[config.mk]
export PLATFORM = sky130hd
export DESIGN_NAME = psg_tone_noise_generator_flat
export DESIGN_NICKNAME = d
export VERILOG_FILES = /design/src/rtl/psg_pkg.sv /design/src/rtl/psg_if.sv /design/src/rtl/psg_ctrl.sv /design/src/rtl/psg_osc.sv /design/src/rtl/psg_mix.sv /design/src/rtl/psg_tone_noise_generator.sv /design/src/flat_wrapper.sv
export SDC_FILE = /design/constraint.sdc
export NUM_CORES = 1
export LEC_CHECK = 0
export ABC_AREA = 1
export BUFFER_PORTS_ARGS = -buffer_cell sky130_fd_sc_hd__buf_2
export CORE_UTILIZATION = 50
export CTS_BUF_LIST = sky130_fd_sc_hd__clkbuf_8
export DETAILED_ROUTE_END_ITERATION = 10
export PLACE_DENSITY = 0.7
export SLEW_MARGIN = 10
export SYNTH_ARGS = -nofsm -noshare
export SYNTH_HDL_FRONTEND = slang
export SYNTH_SLANG_ARGS = --single-unit
[constraint.sdc]
create_clock -name clk -period 7.05 [get_ports clk]
set_input_delay 0.3525 -clock clk [delete_from_list [all_inputs] [get_ports clk]]
set_output_delay 0.3525 -clock clk [all_outputs]
set_load 0.05 [all_outputs]
[src/rtl/psg_pkg.sv]
package psg_pkg;

    localparam int NUM_TONE   = 3;
    localparam int NUM_CH     = 4;
    localparam int NOISE_CH   = 3;
    localparam int PERIOD_W   = 10;
    localparam int NCNT_W     = 11;
    localparam int SHIFT_W    = 16;
    localparam int SAMPLE_W   = 11;
    localparam int VOL_W      = 8;

    localparam logic [2:0]         NOISE_REG    = 3'd6;
    localparam int                 NOISE_WHITE  = 2;
    localparam logic [SHIFT_W-1:0] SHIFT_SEED   = 16'h8000;
    localparam logic [3:0]         ATT_SILENT   = 4'hF;

    typedef logic [PERIOD_W-1:0] period_t;

    // Noise rate select, low two bits of the noise control register
    typedef enum logic [1:0] {
        NRATE_32    = 2'd0,
        NRATE_64    = 2'd1,
        NRATE_128   = 2'd2,
        NRATE_TONE2 = 2'd3
    } nrate_t;

    // One operation applied to the sound state
    typedef struct packed {
        logic       tick;
        logic       write;
        logic [7:0] data;
    } psg_op_t;

    // Register file view handed to the oscillators
    typedef struct packed {
        logic [NUM_TONE-1:0][PERIOD_W-1:0] period;
        logic [2:0]                        noise_ctl;
        logic                              seed;
    } psg_cfg_t;

    function automatic logic [VOL_W-1:0] volume(input logic [3:0] att);
        logic [VOL_W-1:0] v;
        case (att)
            4'd0:    v = 8'd160;
            4'd1:    v = 8'd127;
            4'd2:    v = 8'd101;
            4'd3:    v = 8'd80;
            4'd4:    v = 8'd64;
            4'd5:    v = 8'd51;
            4'd6:    v = 8'd40;
            4'd7:    v = 8'd32;
            4'd8:    v = 8'd25;
            4'd9:    v = 8'd20;
            4'd10:   v = 8'd16;
            4'd11:   v = 8'd13;
            4'd12:   v = 8'd10;
            4'd13:   v = 8'd8;
            4'd14:   v = 8'd6;
            default: v = 8'd0;
        endcase
        return v;
    endfunction

    function automatic logic [NCNT_W-1:0] noise_reload(input logic [1:0] rate,
                                                       input period_t    period2);
        logic [NCNT_W-1:0] r;
        case (nrate_t'(rate))
            NRATE_32:    r = 11'd32;
            NRATE_64:    r = 11'd64;
            NRATE_128:   r = 11'd128;
            NRATE_TONE2: r = (period2 == '0) ? 11'd2 : {period2, 1'b0};
            default:     r = 11'd32;
        endcase
        return r;
    endfunction

endpackage

[src/rtl/psg_if.sv]
interface psg_in_if;
    logic       valid;
    logic       ready;
    logic       func;
    logic [7:0] data_byte;

    modport source (output valid, output func, output data_byte, input ready);
    modport sink   (input valid, input func, input data_byte, output ready);
endinterface

interface psg_out_if;
    logic              valid;
    logic              ready;
    logic signed [10:0] mixed_sample;

    modport source (output valid, output mixed_sample, input ready);
    modport sink   (input valid, input mixed_sample, output ready);
endinterface

[src/rtl/psg_ctrl.sv]
module psg_ctrl (
    input  logic                              clk,
    input  logic                              rst_n,
    input  psg_pkg::psg_op_t                  op,
    output psg_pkg::psg_cfg_t                 cfg,
    output logic [psg_pkg::NUM_CH-1:0][3:0]   att_next
);
    import psg_pkg::*;

    logic [2:0]                        sel_reg, sel_next;
    logic [NUM_TONE-1:0][PERIOD_W-1:0] period_reg, period_next;
    logic [NUM_CH-1:0][3:0]            att_reg;
    logic [2:0]                        noise_ctl_reg, noise_ctl_next;
    logic [2:0]                        r;

    always_comb
    begin
        sel_next       = sel_reg;
        period_next    = period_reg;
        att_next       = att_reg;
        noise_ctl_next = noise_ctl_reg;
        r              = sel_reg;
        if (op.write)
        begin
            if (op.data[7])
            begin
                // latch byte: select and load low bits
                sel_next = op.data[6:4];
                r        = op.data[6:4];
                if (r[0])
                    att_next[r[2:1]] = op.data[3:0];
                else if (r == NOISE_REG)
                    noise_ctl_next = op.data[2:0];
                else
                    period_next[r[2:1]][3:0] = op.data[3:0];
            end
            else
            begin
                if (r[0])
                    att_next[r[2:1]] = op.data[3:0];
                else if (r != NOISE_REG)
                    period_next[r[2:1]][PERIOD_W-1:4] = op.data[5:0];
            end
        end
    end

    assign cfg.period    = period_reg;
    assign cfg.noise_ctl = noise_ctl_reg;
    assign cfg.seed      = op.write && (sel_next == NOISE_REG);

    always_ff @(posedge clk or negedge rst_n)
    begin
        if (!rst_n)
        begin
            sel_reg       <= '0;
            period_reg    <= '0;
            att_reg       <= {NUM_CH{ATT_SILENT}};
            noise_ctl_reg <= '0;
        end
        else
        begin
            sel_reg       <= sel_next;
            period_reg    <= period_next;
            att_reg       <= att_next;
            noise_ctl_reg <= noise_ctl_next;
        end
    end

endmodule

[src/rtl/psg_osc.sv]
module psg_osc (
    input  logic                         clk,
    input  logic                         rst_n,
    input  psg_pkg::psg_op_t             op,
    input  psg_pkg::psg_cfg_t            cfg,
    output logic [psg_pkg::NUM_CH-1:0]   sign_next
);
    import psg_pkg::*;

    logic [NUM_TONE-1:0][PERIOD_W-1:0] tone_cnt_reg, tone_cnt_next;
    logic [NCNT_W-1:0]                 noise_cnt_reg, noise_cnt_next;
    logic [NUM_CH-1:0]                 sign_reg;
    logic [SHIFT_W-1:0]                shift_reg, shift_next;
    logic                              fb;

    always_comb
    begin
        tone_cnt_next  = tone_cnt_reg;
        noise_cnt_next = noise_cnt_reg;
        sign_next      = sign_reg;
        shift_next     = shift_reg;
        fb             = 1'b0;
        if (op.tick)
        begin
            for (int i = 0; i < NUM_TONE; i++)
            begin
                if (tone_cnt_reg[i] <= PERIOD_W'(1))
                begin
                    // expire: reload, zero period counts as one, flip sign
                    tone_cnt_next[i] = (cfg.period[i] == '0) ? PERIOD_W'(1) : cfg.period[i];
                    sign_next[i]     = ~sign_reg[i];
                end
                else
                    tone_cnt_next[i] = tone_cnt_reg[i] - PERIOD_W'(1);
            end
            if (noise_cnt_reg <= NCNT_W'(1))
            begin
                noise_cnt_next = noise_reload(cfg.noise_ctl[1:0], cfg.period[NUM_TONE-1]);
                fb = cfg.noise_ctl[NOISE_WHITE] ? (shift_reg[0] ^ shift_reg[3]) : shift_reg[0];
                shift_next = {fb, shift_reg[SHIFT_W-1:1]};
                sign_next[NOISE_CH] = ~shift_next[0];
            end
            else
                noise_cnt_next = noise_cnt_reg - NCNT_W'(1);
        end
        else if (cfg.seed)
            shift_next = SHIFT_SEED;
    end

    always_ff @(posedge clk or negedge rst_n)
    begin
        if (!rst_n)
        begin
            tone_cnt_reg  <= '0;
            noise_cnt_reg <= '0;
            sign_reg      <= '0;
            shift_reg     <= SHIFT_SEED;
        end
        else
        begin
            tone_cnt_reg  <= tone_cnt_next;
            noise_cnt_reg <= noise_cnt_next;
            sign_reg      <= sign_next;
            shift_reg     <= shift_next;
        end
    end

`ifndef SYNTHESIS
    a_shift_nonzero: assert property (@(posedge clk) disable iff (!rst_n)
        shift_reg != '0)
        else $error("noise shift register reached zero");

    a_noise_cnt_range: assert property (@(posedge clk) disable iff (!rst_n)
        noise_cnt_reg <= NCNT_W'(2046))
        else $error("noise counter above largest reload");

    a_tone_cnt_loaded: assert property (@(posedge clk) disable iff (!rst_n)
        op.tick |=> (tone_cnt_reg[0] != '0) && (tone_cnt_reg[1] != '0)
                    && (tone_cnt_reg[2] != '0))
        else $error("tone counter zero after tick");
`endif

endmodule

[src/rtl/psg_mix.sv]
module psg_mix (
    input  logic [psg_pkg::NUM_CH-1:0][3:0]      att,
    input  logic [psg_pkg::NUM_CH-1:0]           sign,
    output logic signed [psg_pkg::SAMPLE_W-1:0]  sample
);
    import psg_pkg::*;

    logic signed [SAMPLE_W-1:0] term [NUM_CH];

    always_comb
    begin
        sample = '0;
        for (int i = 0; i < NUM_CH; i++)
        begin
            term[i] = $signed({{(SAMPLE_W-VOL_W){1'b0}}, volume(att[i])});
            // sign set means negative half of the wave
            sample  = sign[i] ? (sample - term[i]) : (sample + term[i]);
        end
    end

endmodule

[src/rtl/psg_tone_noise_generator.sv]
// Sound generator: three square tone channels and one noise channel mixed
// into one signed 11-bit sample.
// Input channel req carries func (0 = register byte write, 1 = one tick)
// and data_byte; output channel rsp returns mixed_sample, one result per
// transfer on req, in order.
// A transfer accepted on req passes through the input register, then the
// state update and mix into the result register, and its result is then
// shown on rsp. Throughput: one item per clock; req.ready stays high as long
// as the result register is empty or taken in the same cycle.
// Reset (rst_n low, asynchronous) silences all channels, clears periods,
// counters and noise control, selects register 0 and seeds the noise
// shift register with 0x8000. Both pipeline stages come out empty.
// When the receiver stalls, the result stays on rsp, one more item waits in
// the input register, and req.ready drops until rsp is taken.
module psg_tone_noise_generator (
    input  logic      clk,
    input  logic      rst_n,
    psg_in_if.sink    req,
    psg_out_if.source rsp
);
    import psg_pkg::*;

    logic                       s1_valid_reg;
    logic                       s1_func_reg;
    logic [7:0]                 s1_data_reg;
    logic                       out_valid_reg;
    logic signed [SAMPLE_W-1:0] sample_reg;

    logic                       advance;
    logic                       apply;
    psg_op_t                    op;
    psg_cfg_t                   cfg;
    logic [NUM_CH-1:0][3:0]     att_next;
    logic [NUM_CH-1:0]          sign_next;
    logic signed [SAMPLE_W-1:0] mix_sample;

    // Move stage 1 on when the result register is free or being drained
    assign advance   = !out_valid_reg || rsp.ready;
    assign apply     = s1_valid_reg && advance;
    assign req.ready = !s1_valid_reg || advance;

    assign op.tick  = apply && s1_func_reg;
    assign op.write = apply && !s1_func_reg;
    assign op.data  = s1_data_reg;

    psg_ctrl u_ctrl (
        .clk      (clk),
        .rst_n    (rst_n),
        .op       (op),
        .cfg      (cfg),
        .att_next (att_next)
    );

    psg_osc u_osc (
        .clk       (clk),
        .rst_n     (rst_n),
        .op        (op),
        .cfg       (cfg),
        .sign_next (sign_next)
    );

    // Mix the state as it stands after this item's update
    psg_mix u_mix (
        .att    (att_next),
        .sign   (sign_next),
        .sample (mix_sample)
    );

    always_ff @(posedge clk or negedge rst_n)
    begin
        if (!rst_n)
        begin
            s1_valid_reg  <= 1'b0;
            out_valid_reg <= 1'b0;
        end
        else
        begin
            if (req.valid && req.ready)
                s1_valid_reg <= 1'b1;
            else if (advance)
                s1_valid_reg <= 1'b0;
            if (advance)
                out_valid_reg <= s1_valid_reg;
        end
    end

    // Payload: hold unless a new transfer lands
    always_ff @(posedge clk)
    begin
        if (req.valid && req.ready)
        begin
            s1_func_reg <= req.func;
            s1_data_reg <= req.data_byte;
        end
        if (apply)
            sample_reg <= mix_sample;
    end

    assign rsp.valid        = out_valid_reg;
    assign rsp.mixed_sample = sample_reg;

`ifndef SYNTHESIS
    a_apply_gives_result: assert property (@(posedge clk) disable iff (!rst_n)
        apply |=> rsp.valid)
        else $error("applied item produced no result");

    a_sample_range: assert property (@(posedge clk) disable iff (!rst_n)
        rsp.valid |-> (rsp.mixed_sample >= -11'sd640) && (rsp.mixed_sample <= 11'sd640))
        else $error("mixed sample out of range");

    a_ready_when_empty: assert property (@(posedge clk) disable iff (!rst_n)
        !rsp.valid |-> req.ready)
        else $error("input stalled with empty result register");
`endif

endmodule
[src/flat_wrapper.sv]
// flat-port wrapper written by rule: the top's interface ports become plain ports
module psg_tone_noise_generator_flat import psg_pkg::*;
  (clk, rst_n, req_valid, req_func, req_data_byte, req_ready, rsp_valid, rsp_mixed_sample, rsp_ready);
  psg_in_if req_i ();
  psg_out_if rsp_i ();
  input  logic clk;
  input  logic rst_n;
  input wire logic [$bits(req_i.valid)-1:0] req_valid;
  input wire logic [$bits(req_i.func)-1:0] req_func;
  input wire logic [$bits(req_i.data_byte)-1:0] req_data_byte;
  output wire logic [$bits(req_i.ready)-1:0] req_ready;
  output wire logic [$bits(rsp_i.valid)-1:0] rsp_valid;
  output wire logic [$bits(rsp_i.mixed_sample)-1:0] rsp_mixed_sample;
  input wire logic [$bits(rsp_i.ready)-1:0] rsp_ready;
  assign req_i.valid = req_valid;
  assign req_i.func = req_func;
  assign req_i.data_byte = req_data_byte;
  assign req_ready = req_i.ready;
  assign rsp_valid = rsp_i.valid;
  assign rsp_mixed_sample = rsp_i.mixed_sample;
  assign rsp_i.ready = rsp_ready;
  psg_tone_noise_generator u_core (.clk(clk), .rst_n(rst_n), .req(req_i), .rsp(rsp_i));
endmodule
==> results.yml, run 1 <==
clocking:
  htreeDepth: 4
  cts_tree: "built"
  clk_path_buf_depth: 2
  cts-buffers-inserted: 17
  clk_latency_ns: 0.46
  ctsRootBufferMaster: "clkbuf_8"
  clock_sinks: 135
  clk_pin_slew_ns: 0.08
sta:
  rsz0062_at_grt: "false"
  maxSlewViolCount: 0
  max_freq_mhz: 158
  worstMarginPinSlew_ns: 0.739
  clock_skew_ns: 0.0148
  finalHoldViolations: 0
  max-slew-margin-rel: 0.508
  setup_tns_ns: 0
  finalCritPeriodShare: 0.898
  finalSetupViolCount: 0
  fin_crit_ns: 6.33
logic_synthesis:
  synth_most_common_cell: "nand2_1"
  syn_inst: 1227
  synth_area_per_cell_um2: 7.88
  yosysTopAreaCell: "dfrtp_1"
  synth_cell_types: 66
  yosysSeqAreaShare: 0.362
  synth_area_leaders: "dfrtp_1, nand2_1, ha_1, inv_1, edfxtp_1"
  syn_area_um2: 9670
  synth_top_area_share: 0.254
  synth_nets: 1307
  synth_edf_count: 20
  ys_ff_latch: 135
  yosys-top-cells-count: "nand2_1, inv_1, nand3_1, dfrtp_1, o21ai_0"
  synthFlopType: "dfrtp_1"
  yosysWarnings: 0
  async_flop_share: 0.852
grt:
  grt_pass1_wl_um: 35600
  grt_util_all_layers: 0.222
  antenna_found_initial: 0
  grt_overflow: 0
  grt_pass1_vias: 7613
  grt_max_degree: 59
setup_path:
  critPathMaxFanout: 7
  worst-path-buf-inv: 6
  cp-start-kind: "flop"
  critPathLaunch: "u_core.s1_data_reg[7]$_DFFE_PP_"
  path_delay_family: "compound AO/OA/AOI/OAI gates"
  cp_slowest_cell: "edfxtp_1"
  worst_ep_arrival_time_ns: 6.56
  cp_common_cell: "nand2_1"
  critPathMaxStageDelay_ns: 0.50
  regToRegStartpoint: "u_core.s1_data_reg[7]$_DFFE_PP_"
  required_ns: 7.28
  critical_path_class: "reg2reg"
  worst_setup_path_end_kind: "flop"
drt:
  drtIter0Drc: 488
  vias: 7981
  ant_nets: 0
  drc: 0
  routed_wl_um: 20500
  vias_per_cell: 5.22
  drtPass1Iterations: 5
  wl_per_cell_um: 13.4
finish:
  multi_input_area_um2: 5350
  nNetsFinal: 1337
  antenna_cells: 0
  instances_no_fill: 1530
  synthToLayoutAreaGrowth_pct: 8.12
  seqCellArea_um2: 3500
  fill_cells: 1782
  drive_above_1_share: 0.146
  fin_util: 0.555
floorplanning:
  row_count: 50
  core_area_um2: 18800
  floorplan.initialDensity: 0.513
  fp.dieH_um: 141
  die_w_um: 141
  ios: 26
  dieArea_um2: 19900
place:
  gp_congestion: 0.889
  hpwl_um: 15400
  dp_cells: 1493
  port_buffers: 25
min_path:
  hp-start: "req_data_byte[3]"
  hold_class: "in2reg"
outcome:
  status: "completed"
job:
  max_cap_viol_count: 0
layout make-up:
type                    count  area share
repair buffers             35      0.0196
clock buffers              17      0.0224
clock inverters            15      0.0133
multi-input cells         884       0.511
well taps                 260      0.0311
flip-flops and latches    135       0.335
inverters                 184      0.0673
metal layers:
metal,up-vias,global-route usage,part of all wire
met5,-,0,0
met4,0,0.0635,0.011
met3,15,0.0384,0.032
met2,104,0.378,0.48
met1,3745,0.291,0.48
li1,4117,-,-
cell usage in the layout, fill, tap and decap left out, types with 4 or more instances in the layout:
master,synthesis,routed
nand2_1,254,254
inv_1,165,167
nand3_1,111,111
dfrtp_1,98,98
o21ai_0,90,88
nor2_1,84,84
ha_1,64,64
xor2_1,35,35
a21oi_1,33,33
buf_2,3,24
edfxtp_1,20,20
nand2_2,17,17
clkbuf_8,0,17
dfstp_2,17,17
nand2_4,16,16
nor2_2,16,15
inv_2,14,14
xnor2_1,14,14
o211ai_1,13,13
nor3_1,12,12
nand4_1,12,12
o21ai_1,10,11
buf_4,0,10
nor2_4,7,8
a31oi_1,8,8
o311ai_0,8,8
o21ai_2,6,7
o31ai_1,8,7
nand3_2,6,6
nand3_4,5,5
nor4_1,5,5
or2_1,4,4
a21o_1,4,4
o221ai_1,4,4
worst reg2reg max path: cells and delay by family (launching register included):
family / cells / cell delay [ns]
adders and majority gates: 5 / 1.63
xor gates and xnor gates: 2 / 0.33
buffers and inverters: 6 / 0.65
AOI/OAI and AO/OA: 10 / 1.69
and+or+nand+nor: 15 / 1.32
DFF: 1 / 0.50
worst paths after layout:
check	endpoint	slack (ns)	cells past startpoint
max in group asynchronous	u_core.u_ctrl.noise_ctl_reg[1]$_DFFE_PN0P_	5.34	3
hold reg to reg	u_core.u_osc.shift_reg[12]$_DFFE_PN0P_	0.50	2
setup / recovery	u_core.rsp.mixed_sample[10]$_DFFE_PN_	0.72	38
min in group asynchronous	u_core.u_osc.tone_cnt_reg[4]$_DFFE_PN0P_	0.50	2
setup reg to reg	u_core.rsp.mixed_sample[10]$_DFFE_PN_	0.72	38
hold / removal	u_core.s1_data_reg[3]$_DFFE_PP_	0.07	1
timing repair:
| action | CTS | global route |
|---|---|---|
| endpoints found under the hold margin | 38 | 0 |
| hold buffers | 1 | 0 |
| buffers inserted | 0 | 4 |
| setup endpoints to repair | 0 | 1 |
| resized for setup | 0 | 4 |
cells by family after synthesis:
group           synth area share
buf+inv                   0.0865
compound gates             0.134
fa+ha+maj                 0.0891
simple gates               0.279
xor+xnor                  0.0478
mux                      0.00104
flops                      0.362
metrics by stage:
step / setup WS, ns / hold WS (ns) / area (um^2)
after CTS: 0.397 / 0.0486 / 10400
after global routing: 0.0251 / 0.0433 / 10500
after floorplan: 0.966 / 0.0569 / 9670
after detailed placement: 0.404 / 0.475 / 10000
after global placement: 0.667 / 0.469 / 10000
final: 0.719 / 0.0722 / 10500
Power of run 1 is left out: the tool's default activity adds up to more than one toggle a clock period on the data nets, which glitch-free logic cannot reach.
==> inputs of run 2 (changes only) <==
Settings changed: CELL_PAD_IN_SITES_DETAIL_PLACEMENT from default to 1, CELL_PAD_IN_SITES_GLOBAL_PLACEMENT from default to 2, CORE_UTILIZATION 50 to 40, CTS_CLUSTER_DIAMETER from default to 120, PLACE_DENSITY 0.7 to 0.88.
==> run 2 against run 1 <==
The run now ends with negative hold slack left. Global-route usage down 0.52 points. Clock skew increased by 0.0024 ns. Via count increased by 1.2%. Sequential cell count unchanged. Clock-buffer cell count up 3. Critical endpoint unchanged. Largest cell class unchanged.
==> results.yml, run 2 (synthesis gave the netlist of run 1 again) <==
outcome:
  status: "finished with violations"
  violations: "negative hold slack"
sta:
  finalHoldViolations: 1
  setup_ws_ns: 0.566
  finalSetupViolCount: 0
  setup_tns_ns: 0
  fin_crit_ns: 6.48
  finalCritPeriodShare: 0.920
  clock_skew_ns: 0.0172
  max_freq_mhz: 154
  maxSlewViolCount: 0
  max-slew-margin-rel: 0.431
  holdWs_ns: -0.000155
  worstMarginPinSlew_ns: 0.853
place:
  gp_congestion: 0.790
  place_worst_setup_slack_ns: 0.261
  dpl_cell_area_um2: 10100
  port_buffers: 25
  hpwl_um: 19100
setup_path:
  worst_setup_path_end_kind: "flop"
  cp_slowest_cell: "edfxtp_1"
  critPathMaxFanout: 7
  critical_path_class: "reg2reg"
  required_ns: 7.28
  cp_common_cell: "nand2_1"
  cp-start-kind: "flop"
  worst_ep_arrival_time_ns: 6.71
  critPathMaxStageDelay_ns: 0.48
floorplanning:
  dieArea_um2: 24800
  row_count: 56
  die_w_um: 157
  ios: 26
  core_area_um2: 23600
  fp.dieH_um: 157
  floorplan.initialDensity: 0.409
drt:
  ant_nets: 0
  wl_per_cell_um: 15.6
  drtPass1Iterations: 6
  vias: 8080
  routed_wl_um: 24800
  drtIter0Drc: 328
  drc: 0
  vias_per_cell: 5.09
finish:
  fill_cells: 2985
  nNetsFinal: 1335
  layout_common_cells: "nand2_1, inv_1, nand3_1"
  synthToLayoutAreaGrowth_pct: 9.86
  drive_above_1_share: 0.149
  final_common_cell: "nand2_1"
  multi_input_area_um2: 5350
  final_area_um2: 10600
  seqCellArea_um2: 3500
clocking:
  ctsRootBufferMaster: "clkbuf_8"
  clk_path_buf_depth: 2
  cts_tree: "built"
  cts-buffers-inserted: 17
  cts_hold_buf: 0
  clock_sinks: 135
  clk_pin_slew_ns: 0.09
  clk_latency_ns: 0.46
  htreeDepth: 4
min_path:
  hold_class: "in2async"
grt:
  grt_max_degree: 63
  grt_util_all_layers: 0.217
  grt_pass1_wl_um: 42400
  antenna_found_initial: 0
  grt_pass1_vias: 8524
  grt_overflow: 0
job:
  max_cap_viol_count: 0
run 2: changes by cell type in the layout (fill, tap and decap cells not counted), sizes merged:
cell / before / now
buf: 34 / 33
dlygate4sd3: 1 / 0
clkbuf: 17 / 20
inv: 186 / 184
clkinv: 8 / 5
clkinvlp: 3 / 2
diode: 0 / 1
bufinv: 2 / 5
run 2: final cells by class:
class | instances | share of cell area
clock buffer | 20 | 0.0259
multi-input combinational | 884 | 0.504
sequential | 135 | 0.330
tap | 319 | 0.0376
clock inverter | 12 | 0.0189
inverter | 184 | 0.0662
antenna | 1 | 0.000236
timing repair buffer | 33 | 0.0177
run 2: stage by stage:
stage | util | instances
4_1_cts | 0.449 | 1586
2_1_floorplan | - | 1227
3_3_place_gp | 0.429 | 1554
3_5_place_dp | 0.429 | 1554
6_report | 0.450 | 1588
5_1_grt | 0.450 | 1587
run 2: routing by layer:
layer	global-route usage	part of all wire	vias to the layer above
met5	0	0	-
met1	0.272	0.47	3901
li1	-	-	4101
met4	0.0573	0.013	0
met2	0.389	0.50	53
met3	0.0308	0.016	25
run 2: worst max-delay path: cells and delay by family, from the launching register on:
family                   cells  cell delay [ns]
buffers and inverters        7             0.76
flip-flops                   1             0.48
AO/OA/AOI/OAI                8             1.84
XOR/XNOR                     3             0.46
AND/OR/NAND/NOR             16             1.28
adder cells (fa/ha/maj)      5             1.43
run 2: timing repair:
action                     4_1_cts  5_1_grt
buffers inserted                 0        1
setup endpoints to repair        0        1
gates resized for setup          0        7
run 2: path summary, 6_finish.rpt:
check | from | to | slack [ns] | cells past startpoint
worst max-delay path | u_core.s1_data_reg[7]$_DFFE_PP_ | u_core.rsp.mixed_sample[10]$_DFFE_PN_ | 0.57 | 39
worst min-delay path | rst_n | u_core.u_osc.tone_cnt_reg[2]$_DFFE_PN0P_ | -0.0002 | 1
worst max register to register | u_core.s1_data_reg[7]$_DFFE_PP_ | u_core.rsp.mixed_sample[10]$_DFFE_PN_ | 0.57 | 39
worst min register to register | u_core.u_osc.tone_cnt_reg[19]$_DFFE_PN0P_ | u_core.u_osc.tone_cnt_reg[19]$_DFFE_PN0P_ | 0.50 | 1
max in group asynchronous | rst_n | u_core.u_osc.shift_reg[14]$_DFFE_PN0P_ | 5.81 | 2
min in group clk | req_data_byte[1] | u_core.s1_data_reg[1]$_DFFE_PP_ | 0.07 | 1
Power of run 2 is left out for the same reason.
==> inputs of run 3 (changes only) <==
--- a/config.mk
+++ b/config.mk
@@ -15,4 +15,5 @@
 export DETAILED_ROUTE_END_ITERATION = 10
 export PLACE_DENSITY = 0.88
+export RECOVER_POWER = 50
 export SLEW_MARGIN = 10
 export SYNTH_ARGS = -nofsm -noshare
==> constraint.sdc (replaced) <==
create_clock -name clk -period 7.05 [get_ports clk]
set_input_delay 1.0575 -clock clk [delete_from_list [all_inputs] [get_ports clk]]
set_output_delay 1.0575 -clock clk [all_outputs]
set_load 0.05 [all_outputs]
==> run 3 against run 2 <==
The run ends with max-capacitance violations, max-slew violations left. Wire length shrank 1.1%. Maximum frequency grew 0.53%. Global-route usage shrank 0.41 points. Critical endpoint unchanged.
==> results.yml, run 3 (synthesis gave the netlist of run 1 again) <==
outcome:
  status: "finished with violations"
  violations: "max-capacitance violations, max-slew violations"
sta:
  max-slew-margin-rel: -0.525
  rsz0062_at_grt: "false"
  finalSetupViolCount: 0
  finalHoldViolations: 0
  setup_tns_ns: 0
  max_freq_mhz: 155
  fin_crit_ns: 6.45
  finalCritPeriodShare: 0.915
  worstMarginPinSlew_ns: 2.29
  clock_skew_ns: 0.0168
  holdWs_ns: 0.491
  maxSlewViolCount: 131
grt:
  grt_overflow: 0
  grt_pass1_wl_um: 41800
  antenna_found_initial: 0
  grt_pass1_vias: 8483
  grt_util_all_layers: 0.213
  grt_max_degree: 77
finish:
  antenna_cells: 0
  layout_common_cells: "nand2_1, inv_1, nand3_1"
  fill_cells: 2977
  drive_above_1_share: 0.134
  nNetsFinal: 1346
  final_area_um2: 10500
  final_common_cell: "nand2_1"
  instances_no_fill: 1598
  synthToLayoutAreaGrowth_pct: 9.00
place:
  hpwl_um: 19000
  dpl_cell_area_um2: 10200
  dp_cells: 1564
  port_buffers: 25
  gp_congestion: 0.800
floorplanning:
  dieArea_um2: 24800
  floorplan.initialDensity: 0.409
  core_area_um2: 23600
  ios: 26
  row_count: 56
  fp.dieH_um: 157
  die_w_um: 157
job:
  max_cap_viol_count: 3
clocking:
  clk_path_buf_depth: 2
  clk_latency_ns: 0.46
  clock_sinks: 135
  htreeDepth: 4
  cts_tree: "built"
  cts_hold_buf: 0
  cts-buffers-inserted: 17
  ctsRootBufferMaster: "clkbuf_8"
  clk_pin_slew_ns: 0.08
min_path:
  hold_class: "reg2reg"
setup_path:
  required_ns: 7.27
  cp_common_cell: "nand2_1"
  critical_path_class: "in2reg"
  cp_slowest_cell: "fa_1"
  worst_setup_path_end_kind: "flop"
  critPathMaxFanout: 7
  worst_ep_arrival_time_ns: 6.67
  critPathMaxStageDelay_ns: 0.47
  cp-start-kind: "input port"
drt:
  drtPass1Iterations: 4
  drtIter0Drc: 339
  vias: 8165
  drc: 0
  vias_per_cell: 5.11
  routed_wl_um: 24500
  ant_nets: 0
  wl_per_cell_um: 15.3
run 3: repair_timing:
| item | in CTS | in global routing |
|---|---|---|
| endpoints found under the setup margin | 0 | 1 |
| gates resized for setup | 0 | 5 |
| endpoints found under the hold margin | 0 | 0 |
| setup buffers | 0 | 2 |
run 3: layout make-up:
type                            count  area [um^2]  area share
Clock inverter                     15          163      0.0154
Sequential cell                   135         3500       0.332
Multi-Input combinational cell    884         5300       0.503
Clock buffer                       17          234      0.0222
Inverter                          184          702      0.0666
Timing Repair Buffer               44          236      0.0224
Tap cell                          319          399      0.0379
run 3: worst paths after layout:
check / startpoint / to / slack (ns) / cells past startpoint
max in group asynchronous: rst_n / u_core.u_ctrl.cfg[5]$_DFFE_PN0P_ / 2.89 / 2
worst min-delay path: u_core.u_osc.tone_cnt_reg[19]$_DFFE_PN0P_ / u_core.u_osc.tone_cnt_reg[19]$_DFFE_PN0P_ / 0.49 / 1
worst min register to register: u_core.u_osc.tone_cnt_reg[19]$_DFFE_PN0P_ / u_core.u_osc.tone_cnt_reg[19]$_DFFE_PN0P_ / 0.49 / 1
min in group asynchronous: rst_n / u_core.u_osc.tone_cnt_reg[9]$_DFFE_PN0P_ / 1.28 / 1
worst max-delay path: rsp_ready / u_core.rsp.mixed_sample[10]$_DFFE_PN_ / 0.60 / 37
worst max register to register: u_core.s1_data_reg[7]$_DFFE_PP_ / u_core.rsp.mixed_sample[10]$_DFFE_PN_ / 0.71 / 40
run 3: worst max-delay path, delay by kind of cell:
kind,cells,cell delay (ns)
adder cells (fa/ha/maj),5,1.74
AO/OA/AOI/OAI,7,1.63
AND/OR/NAND/NOR,17,1.40
buffers and inverters,6,0.58
XOR/XNOR,2,0.25
run 3: through the flow:
step           setup WS (ns)   util
2_1_floorplan          0.558      -
3_3_place_gp           0.170  0.432
3_5_place_dp         -0.0671  0.432
4_1_cts                0.399  0.448
5_1_grt               0.0166  0.446
6_report               0.600  0.446
run 3: metal layers:
layer / global-route usage / routed length [um] / vias up / part of all wire
met5: 0 / 0 / - / 0
met4: 0.0647 / 417 / 0 / 0.017
li1: - / - / 4120 / -
met2: 0.374 / 12000 / 63 / 0.49
met3: 0.0273 / 363 / 29 / 0.015
met1: 0.271 / 11700 / 3953 / 0.48
Power of run 3 is left out for the same reason.
